==> config.mk <==
export PLATFORM = sky130hd
export DESIGN_NAME = gamepad_drive_command_mapper
export DESIGN_NICKNAME = d
export VERILOG_FILES = /design/src/gdcm_pkg.sv /design/src/gamepad_drive_command_mapper.sv /design/src/gdcm_ctrl.sv /design/src/gdcm_dp.sv
export SDC_FILE = /design/constraint.sdc
export NUM_CORES = 2
export LEC_CHECK = 0
export ABC_AREA = 1
export BUFFER_PORTS_ARGS = -buffer_cell sky130_fd_sc_hd__buf_2
export CORE_MARGIN = 4
export CORE_UTILIZATION = 25
export DETAILED_ROUTE_END_ITERATION = 8
export PLACE_DENSITY = 0.48
export SLEW_MARGIN = 10
export SYNTH_ARGS = -nofsm -noshare
export SYNTH_HDL_FRONTEND = slang
export SYNTH_SLANG_ARGS = --single-unit
==> constraint.sdc <==
create_clock -name i_clk -period 7.4 [get_ports i_clk]
set_input_delay 0.37 -clock i_clk [delete_from_list [all_inputs] [get_ports i_clk]]
set_output_delay 0.37 -clock i_clk [all_outputs]
set_load 0.1 [all_outputs]
==> src/gdcm_pkg.sv <==
package gdcm_pkg;

    // Event codes
    localparam logic [3:0] FN_LEFT_Y  = 4'd0;
    localparam logic [3:0] FN_RIGHT_X = 4'd1;
    localparam logic [3:0] FN_RIGHT_Y = 4'd2;
    localparam logic [3:0] FN_TRIG_L  = 4'd3;
    localparam logic [3:0] FN_TRIG_R  = 4'd4;
    localparam logic [3:0] FN_BUMP_L  = 4'd5;
    localparam logic [3:0] FN_BUMP_R  = 4'd6;
    localparam logic [3:0] FN_UP      = 4'd7;
    localparam logic [3:0] FN_DOWN    = 4'd8;
    localparam logic [3:0] FN_LEFT    = 4'd9;
    localparam logic [3:0] FN_RIGHT   = 4'd10;
    localparam logic [3:0] FN_TICK    = 4'd11;

    // Configuration register indexes
    localparam logic [1:0] CFG_DEAD_ZONE  = 2'd0;
    localparam logic [1:0] CFG_DRIVE_SCL  = 2'd1;
    localparam logic [1:0] CFG_GIMBAL_SCL = 2'd2;
    localparam logic [1:0] CFG_TRIG_THR   = 2'd3;

    // Configuration reset values
    localparam logic [14:0] RST_DEAD_ZONE  = 15'd3277;
    localparam logic [6:0]  RST_DRIVE_SCL  = 7'd90;
    localparam logic [6:0]  RST_GIMBAL_SCL = 7'd5;
    localparam logic [14:0] RST_TRIG_THR   = 15'd16384;

    // Fixed-point one and frame constants
    localparam logic [15:0] Q_ONE      = 16'h8000;
    localparam logic [7:0]  FRAME_HEAD = 8'h81;

    // Divide by 5 as multiply by 205 / 1024, exact for magnitudes up to 1023
    localparam logic [7:0] RECIP_5     = 8'd205;
    localparam int         RECIP_SHIFT = 10;

    // Modifier bit positions
    localparam int MOD_BRAKE = 0;
    localparam int MOD_FRONT = 1;
    localparam int MOD_REAR  = 2;

    // Quotient width of the response divide
    localparam int QW = 7;

    // Datapath commands from the controller
    typedef struct packed {
        logic       capture;
        logic       prep;
        logic       mul_d;
        logic       mul_den;
        logic       mul_s;
        logic       div_init;
        logic       div_step;
        logic [2:0] div_bit;
        logic       apply;
        logic       sum;
        logic       check;
        logic       send;
        logic [2:0] byte_idx;
    } t_cmd;

    // Datapath status to the controller
    typedef struct packed {
        logic [3:0] in_func;
        logic       out_free;
    } t_stat;

endpackage

==> src/gamepad_drive_command_mapper.sv <==
// Stick events: busy from the accept on (prep, three multiplies, divide setup,
//   7 restoring divide steps, update); a new item is accepted only after the update.
// Other non-tick events: the update step, then back to idle. Tick: sum, then check, then one
//   frame byte per cycle into the output register while it is free; the next item waits for the last byte.
// The stick path runs the multiply sequence shared by all stick events, then the one-bit-per-cycle divide.
// Synchronous active-low reset restores default configuration and clears all command state.
module gamepad_drive_command_mapper (
    input  logic        i_clk,
    input  logic        i_rst_n,
    // input items
    input  logic        s_axis_tvalid,
    output logic        s_axis_tready,
    input  logic [23:0] s_axis_tdata,   // [15:0] axis_value, [16] pressed, [23:17] zero
    input  logic [3:0]  s_axis_tuser,   // [3:0] func
    // result items
    output logic        m_axis_tvalid,
    input  logic        m_axis_tready,
    output logic [7:0]  m_axis_tdata,   // [7:0] frame_byte
    output logic        m_axis_tlast,   // last_byte
    // configuration writes
    input  logic        i_cfg_valid,
    output logic        o_cfg_ready,
    input  logic [1:0]  i_cfg_index,
    input  logic [14:0] i_cfg_data
);
    import gdcm_pkg::*;

    t_cmd  cmd;
    t_stat stat;

    assign o_cfg_ready = 1'b1;

    gdcm_ctrl u_ctrl (
        .i_clk      (i_clk),
        .i_rst_n    (i_rst_n),
        .i_in_valid (s_axis_tvalid),
        .i_stat     (stat),
        .o_in_ready (s_axis_tready),
        .o_cmd      (cmd)
    );

    gdcm_dp u_dp (
        .i_clk        (i_clk),
        .i_rst_n      (i_rst_n),
        .i_cmd        (cmd),
        .o_stat       (stat),
        .i_func       (s_axis_tuser),
        .i_axis_value (s_axis_tdata[15:0]),
        .i_pressed    (s_axis_tdata[16]),
        .i_cfg_we     (i_cfg_valid & o_cfg_ready),
        .i_cfg_index  (i_cfg_index),
        .i_cfg_data   (i_cfg_data),
        .i_out_ready  (m_axis_tready),
        .o_out_valid  (m_axis_tvalid),
        .o_frame_byte (m_axis_tdata),
        .o_last_byte  (m_axis_tlast)
    );

endmodule

==> src/gdcm_ctrl.sv <==
module gdcm_ctrl (
    input  logic          i_clk,
    input  logic          i_rst_n,
    input  logic          i_in_valid,
    input  gdcm_pkg::t_stat i_stat,
    output logic          o_in_ready,
    output gdcm_pkg::t_cmd  o_cmd
);
    import gdcm_pkg::*;

    typedef enum logic [10:0] {
        S_IDLE     = 11'b000_0000_0001,
        S_PREP     = 11'b000_0000_0010,
        S_MUL_D    = 11'b000_0000_0100,
        S_MUL_DEN  = 11'b000_0000_1000,
        S_MUL_S    = 11'b000_0001_0000,
        S_DIV_INIT = 11'b000_0010_0000,
        S_DIV      = 11'b000_0100_0000,
        S_APPLY    = 11'b000_1000_0000,
        S_SUM      = 11'b001_0000_0000,
        S_CHECK    = 11'b010_0000_0000,
        S_SEND     = 11'b100_0000_0000
    } t_state;

    t_state     r_state, n_state;
    logic [2:0] r_cnt, n_cnt;
    logic       accept;

    assign o_in_ready = (r_state == S_IDLE);
    assign accept     = o_in_ready & i_in_valid;

    // Next state and step counter
    always_comb begin
        n_state = r_state;
        n_cnt   = r_cnt;
        case (r_state)
            S_IDLE: begin
                if (accept) begin
                    if (i_stat.in_func inside {FN_LEFT_Y, FN_RIGHT_X, FN_RIGHT_Y}) begin
                        n_state = S_PREP;
                    end else if (i_stat.in_func == FN_TICK) begin
                        n_state = S_SUM;
                    end else begin
                        n_state = S_APPLY;
                    end
                end
            end
            S_PREP:     n_state = S_MUL_D;
            S_MUL_D:    n_state = S_MUL_DEN;
            S_MUL_DEN:  n_state = S_MUL_S;
            S_MUL_S:    n_state = S_DIV_INIT;
            S_DIV_INIT: begin
                n_state = S_DIV;
                n_cnt   = 3'(QW - 1);
            end
            S_DIV: begin
                if (r_cnt == 3'd0) begin
                    n_state = S_APPLY;
                end else begin
                    n_cnt = r_cnt - 3'd1;
                end
            end
            S_APPLY:    n_state = S_IDLE;
            S_SUM:      n_state = S_CHECK;
            S_CHECK: begin
                n_state = S_SEND;
                n_cnt   = 3'd0;
            end
            S_SEND: begin
                if (i_stat.out_free) begin
                    if (r_cnt == 3'd7) begin
                        n_state = S_IDLE;
                    end else begin
                        n_cnt = r_cnt + 3'd1;
                    end
                end
            end
            default:    n_state = S_IDLE;
        endcase
    end

    always_ff @(posedge i_clk) begin
        if (!i_rst_n) begin
            r_state <= S_IDLE;
            r_cnt   <= 3'd0;
        end else begin
            r_state <= n_state;
            r_cnt   <= n_cnt;
        end
    end

    // Command decode
    always_comb begin
        o_cmd          = '0;
        o_cmd.capture  = accept;
        o_cmd.prep     = (r_state == S_PREP);
        o_cmd.mul_d    = (r_state == S_MUL_D);
        o_cmd.mul_den  = (r_state == S_MUL_DEN);
        o_cmd.mul_s    = (r_state == S_MUL_S);
        o_cmd.div_init = (r_state == S_DIV_INIT);
        o_cmd.div_step = (r_state == S_DIV);
        o_cmd.div_bit  = r_cnt;
        o_cmd.apply    = (r_state == S_APPLY);
        o_cmd.sum      = (r_state == S_SUM);
        o_cmd.check    = (r_state == S_CHECK);
        o_cmd.send     = (r_state == S_SEND) & i_stat.out_free;
        o_cmd.byte_idx = r_cnt;
    end

endmodule

==> src/gdcm_dp.sv <==
module gdcm_dp (
    input  logic           i_clk,
    input  logic           i_rst_n,
    input  gdcm_pkg::t_cmd  i_cmd,
    output gdcm_pkg::t_stat o_stat,
    // input item
    input  logic [3:0]     i_func,
    input  logic [15:0]    i_axis_value,
    input  logic           i_pressed,
    // configuration write
    input  logic           i_cfg_we,
    input  logic [1:0]     i_cfg_index,
    input  logic [14:0]    i_cfg_data,
    // result item
    input  logic           i_out_ready,
    output logic           o_out_valid,
    output logic [7:0]     o_frame_byte,
    output logic           o_last_byte
);
    import gdcm_pkg::*;

    // Configuration
    logic [14:0] r_dead_zone, r_trig_thr;
    logic [6:0]  r_drive_scl, r_gimbal_scl;

    // Command state
    logic              r_camera;
    logic [2:0]        r_mods;
    logic signed [7:0] r_left, r_right, r_tilt, r_pan;

    // Captured item
    logic [3:0]         r_func;
    logic signed [15:0] r_val;
    logic               r_pressed;

    // Response curve
    logic [15:0]  r_d, r_den;
    logic         r_neg, r_zero;
    logic [6:0]   r_scale;
    logic [30:0]  r_sq, r_den2;
    logic [37:0]  r_num;
    logic [38:0]  r_rem;
    logic [QW-1:0] r_q;

    // Check byte
    logic signed [10:0] r_sum;
    logic [7:0]         r_check;

    // Output register
    logic       r_out_valid;
    logic [7:0] r_out_data;
    logic       r_out_last;

    logic [16:0]        val_ext, mag17;
    logic [15:0]        mag;
    logic [38:0]        trial;
    logic [7:0]         resp;
    logic               over;
    logic [10:0]        sum_abs;
    logic [17:0]        div5_prod;
    logic [7:0]         div5_q;
    logic [7:0]         byte_sel;

    assign o_stat.in_func  = i_func;
    assign o_stat.out_free = !r_out_valid || i_out_ready;

    // Configuration writes
    always_ff @(posedge i_clk) begin
        if (!i_rst_n) begin
            r_dead_zone  <= RST_DEAD_ZONE;
            r_drive_scl  <= RST_DRIVE_SCL;
            r_gimbal_scl <= RST_GIMBAL_SCL;
            r_trig_thr   <= RST_TRIG_THR;
        end else if (i_cfg_we) begin
            case (i_cfg_index)
                CFG_DEAD_ZONE:  r_dead_zone  <= i_cfg_data;
                CFG_DRIVE_SCL:  r_drive_scl  <= i_cfg_data[6:0];
                CFG_GIMBAL_SCL: r_gimbal_scl <= i_cfg_data[6:0];
                CFG_TRIG_THR:   r_trig_thr   <= i_cfg_data;
                default: ;
            endcase
        end
    end

    // Magnitude of the captured value; deadzone offset and span follow in the prep step
    assign val_ext = {r_val[15], r_val};
    assign mag17   = r_val[15] ? (17'd0 - val_ext) : val_ext;
    assign mag     = mag17[15:0];

    // Division trial: divisor 2*den^2 shifted to the current quotient bit
    assign trial = 39'({r_den2, 1'b0}) << i_cmd.div_bit;

    // Signed shaped value; positive stick deflection maps negative
    assign resp = r_zero ? 8'd0
                : (r_neg ? (8'd0 - {1'b0, r_q}) : {1'b0, r_q});

    assign over = r_val > $signed({1'b0, r_trig_thr});

    // Check byte: truncating divide by 5 of the signed sum
    assign sum_abs   = r_sum[10] ? (11'd0 - r_sum) : r_sum;
    assign div5_prod = 18'(sum_abs[9:0]) * 18'(RECIP_5);
    assign div5_q    = 8'(div5_prod >> RECIP_SHIFT);

    // Frame byte select
    always_comb begin
        case (i_cmd.byte_idx)
            3'd0:    byte_sel = FRAME_HEAD;
            3'd1:    byte_sel = 8'd0;
            3'd2:    byte_sel = {5'd0, r_mods};
            3'd3:    byte_sel = r_left;
            3'd4:    byte_sel = r_right;
            3'd5:    byte_sel = r_tilt;
            3'd6:    byte_sel = r_pan;
            default: byte_sel = r_check;
        endcase
    end

    // Item capture, response curve pipeline and check byte
    always_ff @(posedge i_clk) begin
        if (i_cmd.capture) begin
            r_func    <= i_func;
            r_val     <= i_axis_value;
            r_pressed <= i_pressed;
        end
        if (i_cmd.prep) begin
            r_zero  <= mag <= {1'b0, r_dead_zone};
            r_d     <= mag - {1'b0, r_dead_zone};
            r_den   <= Q_ONE - {1'b0, r_dead_zone};
            r_neg   <= !r_val[15];
            r_scale <= (r_func == FN_LEFT_Y || (r_func == FN_RIGHT_Y && !r_camera))
                       ? r_drive_scl : r_gimbal_scl;
        end
        if (i_cmd.mul_d) begin
            r_sq <= 31'(32'(r_d) * 32'(r_d));
        end
        if (i_cmd.mul_den) begin
            r_den2 <= 31'(32'(r_den) * 32'(r_den));
        end
        if (i_cmd.mul_s) begin
            r_num <= 38'(r_sq) * 38'(r_scale);
        end
        // rounded quotient: (2*num + den^2) / (2*den^2)
        if (i_cmd.div_init) begin
            r_rem <= {r_num, 1'b0} + 39'(r_den2);
            r_q   <= '0;
        end
        if (i_cmd.div_step && r_rem >= trial) begin
            r_rem <= r_rem - trial;
            r_q   <= r_q | (QW'(1) << i_cmd.div_bit);
        end
        if (i_cmd.sum) begin
            r_sum <= $signed({8'd0, r_mods}) + 11'(r_left) + 11'(r_right)
                   + 11'(r_tilt) + 11'(r_pan);
        end
        if (i_cmd.check) begin
            r_check <= r_sum[10] ? (8'd0 - div5_q) : div5_q;
        end
    end

    // Command state update
    always_ff @(posedge i_clk) begin
        if (!i_rst_n) begin
            r_camera <= 1'b0;
            r_mods   <= 3'd0;
            r_left   <= '0;
            r_right  <= '0;
            r_tilt   <= '0;
            r_pan    <= '0;
        end else if (i_cmd.apply) begin
            case (r_func)
                FN_LEFT_Y: begin
                    if (!r_camera) r_left <= resp;
                end
                FN_RIGHT_X: begin
                    if (r_camera) r_pan <= resp;
                end
                FN_RIGHT_Y: begin
                    if (r_camera) r_tilt <= resp;
                    else          r_right <= resp;
                end
                FN_TRIG_L: r_mods[MOD_REAR]  <= over;
                FN_TRIG_R: r_mods[MOD_FRONT] <= over;
                FN_BUMP_L: begin
                    r_camera <= r_pressed;
                    if (r_pressed) begin
                        r_left  <= '0;
                        r_right <= '0;
                    end else begin
                        r_tilt <= '0;
                        r_pan  <= '0;
                    end
                end
                FN_BUMP_R: begin
                    if (r_pressed) r_mods[MOD_BRAKE] <= !r_mods[MOD_BRAKE];
                end
                FN_UP:    r_tilt <= r_pressed ? 8'sd1 : 8'sd0;
                FN_DOWN:  r_tilt <= r_pressed ? -8'sd1 : 8'sd0;
                FN_LEFT:  r_pan  <= r_pressed ? 8'sd1 : 8'sd0;
                FN_RIGHT: r_pan  <= r_pressed ? -8'sd1 : 8'sd0;
                default: ;
            endcase
        end
    end

    // Output register
    always_ff @(posedge i_clk) begin
        if (!i_rst_n) begin
            r_out_valid <= 1'b0;
        end else if (i_cmd.send) begin
            r_out_valid <= 1'b1;
        end else if (i_out_ready) begin
            r_out_valid <= 1'b0;
        end
    end

    always_ff @(posedge i_clk) begin
        if (i_cmd.send) begin
            r_out_data <= byte_sel;
            r_out_last <= (i_cmd.byte_idx == 3'd7);
        end
    end

    assign o_out_valid  = r_out_valid;
    assign o_frame_byte = r_out_data;
    assign o_last_byte  = r_out_last;

endmodule

## Yosys cells after proc, flatten, opt, wreduce, memory -nomap -nowiden

Index checks and enable logic that the tools add are counted.

| storage, ports and cells | value |
|---|---|
| flip-flop bits (word level) | 331 |
| bits of input ports | 50 |
| output and inout bits | 12 |
| word-level logic and storage cells | 172 |

| cells by class | value |
|---|---|
| add/sub/neg operators | 14 |
| multiply operators | 4 |
| magnitude comparators | 3 |
| eq/ne operators | 46 |
| shifts and indexed selects | 2 |
| muxes and demuxes | 34 |
| bitwise operators | 3 |
| reductions and logical operators | 34 |

Operators with widths:

| operator | count |
|---|---|
| $pmux 11 s10 | 1 |
| $mux 39 | 2 |
| $mux 8 | 8 |
| $pmux 8 s4 | 2 |
| $mul 16x16->31 | 2 |
| $pmux 8 s7 | 1 |
| $mux 11 | 5 |
| $add 39x31->39 | 1 |
| $ge 39x39->1 | 1 |
| $shl 32x3->39 | 1 |
| $sub 39x39->39 | 1 |
| $mul 31x7->38 | 1 |
| $pmux 8 s2 | 2 |
| $reduce_and 4->1 | 6 |
| $add 11x8->11 | 2 |
| $mux 7 | 3 |
| $mul 10x8->18 const B | 1 |
| $eq 4x3->1 const B | 4 |
| $eq 4x4->1 const B | 4 |
| $gt 16x16->1 | 1 |
| $le 16x15->1 | 1 |
| $mux 16 | 1 |
| $sub 1x16->16 const A | 1 |
| $sub 16x15->16 | 1 |
| other kinds (47) | 87 |

## Longest topological paths before layout

| logic depth | value |
|---|---|
| depth after elaboration | 5 |
| gate-level depth with buffers | 30 |

## By module

A second synthesis with hierarchy kept.

| unflattened totals | value |
|---|---|
| cell total of the unflattened synthesis | 5540 |
| area total of the unflattened synthesis | 43661.9 µm² |

By module, submodules not included:

| module | times used | cells an instance | area each (µm²) | seq. area each (µm²) |
|---|---|---|---|---|
| gdcm_dp | 1 | 5361 | 42519.5 | 8618.3 |
| gdcm_ctrl | 1 | 177 | 1131.1 | 280.3 |
| gamepad_drive_command_mapper | 1 | 2 | 11.3 | 0.0 |

## Worst setup path before layout

OpenSTA, ideal clock, no wires.

| timing | value |
|---|---|
| kind | reg-to-reg |
| from | register u_dp.r_d[13] |
| to | register u_dp.r_sq[28] (data pin) |
| arrival time | 5.396 ns |
| slack | 1.742 ns |
| stages on the path, launching flop included | 24 |
| path buffers | 2 |
| period minus slack after synthesis | 5.658 ns |
| cell sequence | edfxtp_1 -> clkbuf_1 -> clkbuf_1 -> nand2_1 -> fa_1 -> fa_1 -> inv_1 -> fa_1 -> fa_1 -> fa_1 -> inv_1 -> fa_1 -> inv_1 -> ha_1 -> nand2_1 -> nor2_1 -> inv_1 -> nor3_1 -> nand3_1 -> nand3_1 -> nand2_1 -> nand2_1 -> a21oi_1 -> xor2_1 |

| between the ends | value |
|---|---|
| cells in the longest elaborated chain, start to end | 1 |

RTL lines:

| element | RTL line | source |
|---|---|---|
| start, declared | gdcm_dp.sv:37 | `logic [15:0] r_d, r_den;` |
| start signal, assigned | gdcm_dp.sv:127 | `r_d <= mag - {1'b0, r_dead_zone};` |
| $mul 16x16->31 | gdcm_dp.sv:134 | `r_sq <= 31'(32'(r_d) * 32'(r_d));` |
| end signal, assigned | gdcm_dp.sv:134 |  |
| end, declared | gdcm_dp.sv:40 | `logic [30:0] r_sq, r_den2;` |

Every way passes these cells.
A chain may end at the register's enable or synchronous reset.

## Final worst setup path

| timing | value |
|---|---|
| from | register u_dp.r_den[6] |
| to | register u_dp.r_den2[28] (data pin) |

| between the ends | value |
|---|---|
| cells in the longest elaborated chain, start to end | 1 |

RTL lines:

| element | RTL line | source |
|---|---|---|
| start, declared | gdcm_dp.sv:37 |  |
| start signal, assigned | gdcm_dp.sv:128 | `r_den <= Q_ONE - {1'b0, r_dead_zone};` |
| $mul 16x16->31 | gdcm_dp.sv:137 | `r_den2 <= 31'(32'(r_den) * 32'(r_den));` |
| end signal, assigned | gdcm_dp.sv:137 |  |
| end, declared | gdcm_dp.sv:40 |  |

Every way passes these cells.

==> metrics.md <==
| Metric | Value |
|---|---|
| Multiplexer area fraction after synthesis | less than 1% |
| # setup viols final | 0 |
| First-pass GRT wire length | ~190 mm |
| Reg clk slew, reported paths | approximately 0.060 ns |
| Max rail drop VDD | between 0.2 and 0.25 mV |
| Net Count, Synth | 6459 |
| Cells on worst reg2reg path | 20 |
| Number of core rows | between 150 and 200 |
| GRT overflow | 0 |
| Max stage delay on crit path | around 0.96 ns |
| Worst hold path class | in -> reg |
| CP Data Required Time | around 7.8 ns |
| DPL Wire Length | 96.4 mm |
| Ys flop type | edfxtp_1 |
| Post-CTS sizing | 0 |
| Crit path DAT | between 6 and 7 ns |
| DR WL/cell | about 15 µm |
| Area of the die | 180000 µm² |
| Synth Area in Compound Gates | 9.78% |
| Ant. Diodes | 0 |
| Critical Path Source Type | flip-flop |
| Crit. Startpoint | u_dp.r_den[6] |
| DR pass1 iterations | 6 |
| Critical path buffers and inverters | 5 |
| Clk sinks | 328 |
| Initial DRC count | approximately 1800 |
| Largest family of logic cells by synthesized area | adder cells |
| Final min period | ~6.3 ns |
| Total power | about 11 mW |
| Chip Height | around 420 µm |
| CP max FO | 16 |
| Commonest non-fill, non-tap cells in the layout | 1253 x nand2_1, 1204 x inv_1, 497 x fa_1, 428 x ha_1, 342 x nor2_1 |
| Synth Cell Area | 43300 µm² |
| Clk_skew | approximately 0.029 ns |
| Post-synthesis simple-gate area fraction | 17.6% |
| Vias in the first global route | ~35000 |
| F_max | 158 MHz |
| Num CTS Buffers | 42 |
| FILL cells | 18770 |
| Area growth syn-to-layout | 10.6% |
| Maximum capacitance violations | 0 |
| # port buffers | 53 |
| Pwr per Cell Area | 233 nW/µm² |
| Worst slew pin tran | 1.18 ns |
| Vias/cell | 4.36 |
| Core Box Area | ~170000 µm² |
| Post-Syn Area per Cell | 7.89 µm² |
| Adder and majority cell fraction of the synthesized area | 35.4% |
| Final slew viol count | 0 |
| Post-route setup TNS | 0 ns |
| Cts hold-fix bufs | 25 |
| Xor/xnor share of the synthesized area | around 4.7% |
| Setup Crit Path Kind | reg -> reg |
| Root buf cell | clkbuf_16 |
| Hold Startpoint | i_cfg_data[12] |
| Netlist cell types | between 60 and 70 |
| Io pins | 62 |
| Final hold vios | 0 |
| Crit end category | flip-flop |
| Layout cell share with drive strength beyond 1 | 3.65% |
| Worst hold path stage count | 3 |
| DRC violations left | 0 |
| Status | complete, no violations |
| Stages on worst setup path | 20 |
| Initial Util | 25.2% |
| Critical path cell sequence | nand2_1 > fa_1 > inv_1 > fa_1 > fa_1 > inv_1 > fa_1 > fa_1 > fa_1 > inv_1 > ha_1 > nand2_1 > inv_1 > nand2_1 > inv_1 > a21oi_1 > nand3_1 > a21oi_1 > o21ai_0 > xor2_1 |
| Htree depth | 2 |
| Ys Warns | 0 |
| Routed Antenna Nets | 0 |
| Max-slew headroom | between 20% and 30% |
| FFs w/ async S/R, synth | 0% |
| Gpl congestion | between 0.8 and 0.9 |
| Global-route usage over all layers | between 10% and 20% |
| R2r startpoint | u_dp.r_den[6] |
| Most used cell, CP | fa_1 |
| Worst-skew pair later-pin latency | approximately 0.6 ns |
| Flops & latches, synth | roughly 330 |
| Seq. cell area | approximately 9000 µm² |
| P_leak | between 20 and 25 nW |
| Largest net degree at the start of global routing | 48 |
| Most common cell after layout, fill and taps aside | nand2_1 |
| Gate Count Post-Synth | ~5500 |
| Seq/Total Area, Yosys | a little over 20% |
| Drt total wl | roughly 110 mm |
| CP top delay family | adder cells |
| Number of synthesized flops with an enable pin | roughly 230 |
| Die width | 424 µm |
| TritonCTS clock tree | done |
| Fin crit share | 85.3% |
| Initial antenna violation count | 4 |
| Clock Tree Buf Depth | 3 |
| Critical-path top delay cell | edfxtp_1 |
| RSZ-0062 raised after global routing | no |
| Multi-input logic area | 29300 µm² |
| NumNets Final | 6476 |
| Post-CTS Setup Inserts | 0 |
| Total number of vias | 34224 |
worst paths after layout:
| path | endpoint | slack, ns |
|---|---|---|
| max | u_dp.r_den2[28] | 1.09 |
| min | u_dp.r_dead_zone[12] | 0.06 |
| max reg2reg | u_dp.r_den2[28] | 1.09 |
| min reg2reg | u_dp.r_drive_scl[3] | 0.45 |
tightest hold or removal path: stages:
cell	delay (ns)
buf_2	0.09
o21ai_0	0.07
a21oi_1	0.10
area by class of cell:
class                   instances  area share (%)
clock inverters                31           0.868
inverters                    1211            9.50
repair buffers                105            1.50
flip-flops and latches        328            18.6
well taps                    2310            6.04
multi-input cells            3813            61.2
clock buffers                  47            2.28
power breakdown:
group	internal, mW	switching (mW)	total [mW]
registers	2.36	0.0955	2.46
clock network	1.33	0.888	2.22
logic	2.38	4.12	6.49
total	6.07	5.10	11.2
metal layers:
metal | GRT usage [%] | vias up | routed length (µm) | part of all wire [%]
met5 | 0 | - | 27 | 0.024
met4 | 3.04 | 4 | 2680 | 2.3
met3 | 1.63 | 121 | 4660 | 4.1
met2 | 20.6 | 567 | 52200 | 46
met1 | 17.7 | 16352 | 54700 | 48
li1 | - | 17180 | - | -
stage by stage:
stage	cells	hold WS [ns]	worst slack (ns)	util (%)	cell area, µm²
after global placement	7742	0.436	1.09	26.8	46100
after floorplan	5484	0.423	1.74	-	43300
after global routing	7845	0.0558	0.759	27.9	47900
final	7845	0.0619	1.09	27.9	47900
after CTS	7845	0.0185	1.09	27.9	47900
after detailed placement	7742	0.442	1.09	26.8	46100
kinds of logic (layout without fill, tap and decap cells):
family,after synthesis,in the layout
other cells,1,1
buf+inv,1343,1394
mux,9,9
simple gates,1892,1892
fa+ha+maj,925,925
compound gates,753,753
xor+xnor,233,233
flops,328,328
state kept, by name (all words and copies together), names as in the netlist, 15 cells and up:
signal,flops
u_dp.r_trig_thr,15
u_dp.r_den2,30
u_dp.r_dead_zone,15
u_dp.r_val,16
u_dp.r_rem,38
u_dp.r_sq,30
u_dp.r_num,38
u_dp.r_d,16
u_dp.r_den,16
cell usage after synthesis (all sizes together), types with 3 or more instances:
library cell	count	area (µm²)
a211oi	13	110
a21boi	6	45.0
a21o	27	203
a21oi	288	1460
a221oi	7	61.3
a311oi	3	26.3
a31o	4	35.0
a31oi	35	219
and3	3	18.8
buf	16	101
clkbuf	116	435
dfxtp	95	1900
edfxtp	233	7000
fa	497	9950
ha	428	5360
inv	1209	4540
mux2	7	78.8
nand2	1258	4740
nand3	156	791
nand3b	7	52.6
nand4	30	188
nor2	348	1320
nor3	60	315
nor4	23	150
o211ai	13	97.6
o21a	13	105
o21ai	290	1460
o21bai	29	218
o221ai	3	26.3
o22ai	8	50.1
o31ai	9	72.6
or2	4	25.0
xnor2	70	613
xor2	163	1430
(Power assumes the default switching activity.)
